<file path="src/hw/rtl/acbc_ram.sv">
// ----------------------------------------------------------------------------
// acbc_ram
// Single-port synchronous RAM, one write or read per cycle, registered read.
// ----------------------------------------------------------------------------
module acbc_ram #(
  parameter int unsigned Width = 32,
  parameter int unsigned Depth = 64
) (
  input  logic                     clk_i,
  input  logic                     we_i,
  input  logic [$clog2(Depth)-1:0] addr_i,
  input  logic [Width-1:0]         wdata_i,
  output logic [Width-1:0]         rdata_o
);
  logic [Width-1:0] mem_q [Depth];

  always_ff @(posedge clk_i) begin
    if (we_i) begin
      mem_q[addr_i] <= wdata_i;
    end
    rdata_o <= mem_q[addr_i];
  end
endmodule

</file>
<file path="config.mk">
export PLATFORM = sky130hd
export DESIGN_NAME = acbc_ram
export DESIGN_NICKNAME = d
export VERILOG_FILES = /design/src/hw/rtl/acbc_ram.sv
export SDC_FILE = /design/constraint.sdc
export NUM_CORES = 2
export LEC_CHECK = 0
export ABC_CLOCK_PERIOD_IN_PS = 4900
export BUFFER_PORTS_ARGS = -buffer_cell sky130_fd_sc_hd__buf_2
export CELL_PAD_IN_SITES_DETAIL_PLACEMENT = 0
export CELL_PAD_IN_SITES_GLOBAL_PLACEMENT = 1
export CORE_UTILIZATION = 55
export DETAILED_ROUTE_END_ITERATION = 8
export HOLD_SLACK_MARGIN = 0.05
export PLACE_DENSITY_LB_ADDON = 0.1
export RECOVER_POWER = 100
export SLEW_MARGIN = 10
export SYNTH_ARGS = -nofsm -noshare
export SYNTH_HDL_FRONTEND = slang
export SYNTH_SLANG_ARGS = --single-unit
</file>
<file path="constraint.sdc">
create_clock -name clk_i -period 4.9 [get_ports clk_i]
set_input_delay 1.225 -clock clk_i [delete_from_list [all_inputs] [get_ports clk_i]]
set_output_delay 1.225 -clock clk_i [all_outputs]
set_load 0.005 [all_outputs]
</file>
; Word level (Yosys, flattened, before mapping)
; Memory sizes are Yosys's and may differ from the RTL's. A register that Yosys moved wholly into a read port is not among the register bits.
; Index checks and enable logic that the tools add are counted.
[totals]
reg_bits = 0
ramBits = 2048
input_bits = 40
out_inout_bits = 32
word_cells = 3
n_memories = 1
[mem_list]
columns = memory, depth, word_bits, read_ports, rd_clocked_by_memory_dff, write_ports, line_no
row1 = mem_q, 64, 32, 1, 1, 1, 15  ; logic [Width-1:0] mem_q [Depth];
[op_classes]
n_mux = 2
[op_table]
columns = cell, count
row1 = $mux W1, 2

; Depth between registers and ports, before layout
[logic_depth]
word_depth = 2
mapped_depth = 13
depth_no_buf = 6

; Worst setup path before layout
; No wires, ideal clock.
[synth_timing]
kind = input to register
startpoint = input port addr_i[2]
endpoint = memory mem_q[15][0], enable pin
setup_ns = 0.421
arrival_time_ns = 4.043
required_time_ns = 4.479
path_slack_ns = 0.436
cell_stages = 8
n_path_buf = 6
path_cell_list = buf_2 buf_2 buf_2 buf_2 buf_2 buf_2 nand3_1 nor2_1
[synth_lines]
columns = item, line_no
row1 = "start, declared", 11  ; input logic [$clog2(Depth)-1:0] addr_i,
row2 = "end, declared", 15
; No word-level cell before the write port.

; Worst setup path after layout
[layout_timing]
startpoint = input port addr_i[5]
endpoint = memory mem_q[51][26], enable pin
; No word-level cell before the write port.

==> impl_metrics.yaml <==
detailed_routing:
  drc: 0
  viasPerCell: 6.63
  drtPass1Iterations: 7
  vias: 43567
  postRouteAntennaNets: 0
  routedWlPerCell_microns: 32.8
  route.final.wire_length_microns: 215000
  drtIter0Drc: 5543
floorplan:
  ioPinCount: 72
  dieArea_sq_mm: 0.145
  core_sq_mm: 0.142
  row_count: 138
  die_y_microns: 381
  die_x_microns: 381
  start_util_pct: 55.6
cells_and_area:
  final_util_pct: 62.9
  nNetsFinal: 4555
  multi_input_area_sq_mm: 0.0157
  n_fill_cell: 10157
  final_cell_mix: "edfxtp_1, mux2i_1, clkbuf_16"
  seq_area_sq_mm: 0.0621
  fin_cells: 6571
  layout-drive-gt1-share_pct: 17.2
  syn2layout_area_growth_pct: 13.1
  layout_commonest_cell: "edfxtp_1"
synthesis:
  netlist_instances: 4239
  synth_cell_types: 56
  syn-mean-instance-area_sq_um: 18.6
  synth_nets: 4279
  ys_seq_area_share_pct: 78.7
  synth_edf_count: 2048
  ys_seq_elements: 2080
  ys.flop_type: "edfxtp_1"
  syn_area_sq_mm: 0.0789
  async_reset_ff_share_pct: 0
  ys_warn_count: 0
worst_setup_path:
  cp_top_family: "simple AND/OR/NAND/NOR gates"
  cp.arrival_ns: 4.83
  cp.required_ns: 5.33
  crit_buf_inv: 2
  crit_path_end_kind: "flip-flop"
  r2r.worst_path.cells: 5
  path_cells: "clkbuf_1 -> nand2_2 -> nor2_1 -> clkbuf_2"
  cpMaxStageDelayCell: "nor2_1"
  path_class: "in2reg"
  path_max_fanout: 27
  critPathMaxStageDelay_ns: 1.13
  cp.depth: 4
  cp-start-kind: "primary input"
sta:
  timing.final.hold_violations: 0
  tightest_slew_ns: 3.44
  fin_ws_ns: 0.503
  post-route-period-util_pct: 89.7
  grt_setup_unrepaired: "false"
  fmax_ghz: 0.227
  setup_tns_ns: 0
  finalCriticalPeriod_ns: 4.40
  slew_headroom_pct: -130
  setup_viol: 0
  slew_viol_final: 2130
  worst_clock_skew_ns: 0.0276
clock_tree:
  cts_buffers: 205
  clk_root_buffer_cell: "clkbuf_16"
  clock-sinks: 2080
  clk_latency_ns: 0.83
  post_cts_buffers: 0
  cts-resized-gates: 0
  cts_tree: "yes"
  htreeDepth: 4
  clk_path_buf_depth: 3
  ctsHoldBuffers: 0
  clk_pin_slew_ns: 0.06
place:
  hpwl_microns: 129000
  pre_cts_slack_ns: 0.378
  io_buffers: 71
  place.gp.congestion: 0.841
  dp_cells: 6198
grt:
  grt_overflow_total: 0
  track_usage_pct: 29.6
  antenna_found_initial: 8
  grt_start_max_net_pins: 83
  grt_pass1_wl_microns: 307000
  grt_pass1_vias: 41583
run:
  cap_violations: 48
power_and_ir_drop:
  p_per_area_mw_per_mm2: 413
  leakage_uw: 0.0288
  ir_drop_mv: 0.323
min_path:
  whs_path_depth: 3
  hp-class: "reg2reg"
outcome:
  outcome: "complete, but fails checks"
  violations: "max-capacitance violations, max-slew violations"
[per-layer routing]
metal,vias to the layer above,GRT usage (%),wire length (microns)
met2,2127,44.8,99600
met3,244,6.08,20400
met4,0,6.44,3690
li1,18198,-,-
met1,22998,44.7,91600
met5,-,0,0
[state kept, by name (all words and copies together) (netlist names)]
signal   count
mem_q     2048
rdata_o     32
[Yosys cell counts (17+ instances only)]
library cell     n  share of area, %
clkbuf_1       168              0.80
mux2i_1        259               3.3
mux2_2         147               2.1
a31oi_1         43              0.34
edfxtp_1      2048                78
a211oi_1        17              0.16
mux4_2          96               2.7
a22o_1          66              0.73
o21ai_0         84              0.53
nand2_1         28              0.13
o22ai_1         93              0.74
nor3_1          22              0.14
a221oi_1       175               1.9
buf_1           33              0.16
and3_1          85              0.67
buf_2           83              0.53
o22a_1          70              0.78
a22oi_1        188               1.8
nand3_1         54              0.34
dfxtp_1         32              0.81
nand2b_1        18              0.14
a21oi_1        121              0.77
nor2_1         145              0.69
[cell type report]
type	count	area share (%)
Tap cell	1890	2.65
Inverter	2	0.0168
Sequential cell	2080	69.6
Clock buffer	284	6.50
Antenna cell	2	0.00561
Clock inverter	87	0.749
Multi-Input combinational cell	1859	17.6
Timing Repair Buffer	367	2.87
[tightest hold or removal path: cells and delay by family (launching register included)]
family             cells  cell delay, ns
AOI/OAI and AO/OA      2            0.18
DFF                    1            0.32
and+or+nand+nor        1            0.10
[power breakdown]
part	internal [uW]	leakage (uW)	switching, uW
Combinational	597	0.00698	1320
Sequential	19700	0.0187	86.8
Clock	8730	0.00317	6390
[stage by stage]
step	hold slack [ns]	cell area, sq um	power, uW
6_report	0.614	89200	36900
5_1_grt	0.625	89200	37800
4_1_cts	0.565	90100	37000
3_5_place_dp	0.598	83600	22100
3_3_place_gp	0.587	83600	22100
2_1_floorplan	0.564	78900	21100
[cells by family (layout without fill, tap and decap cells)]
| kind of cell | Yosys count | count (layout) | synth area share [%] |
|---|---|---|---|
| and+or+nand+nor | 424 | 424 | 2.81 |
| AOI/OAI and AO/OA | 933 | 933 | 8.66 |
| buffers and inverters | 300 | 740 | 1.68 |
| DFF | 2080 | 2080 | 78.7 |
| other | 0 | 2 | 0 |
| muxes | 502 | 502 | 8.12 |
[worst paths after layout]
| check | startpoint | endpoint | slack [ns] |
|---|---|---|---|
| worst max register to register | mem_q[21][3] | rdata_o[3] | 2.11 |
| worst max-delay path | addr_i[5] | mem_q[51][26] | 0.50 |
| worst min-delay path | mem_q[32][17] | rdata_o[17] | 0.61 |
| worst min register to register | mem_q[32][17] | rdata_o[17] | 0.61 |
Note: power is estimated with default switching activity, not from simulation.
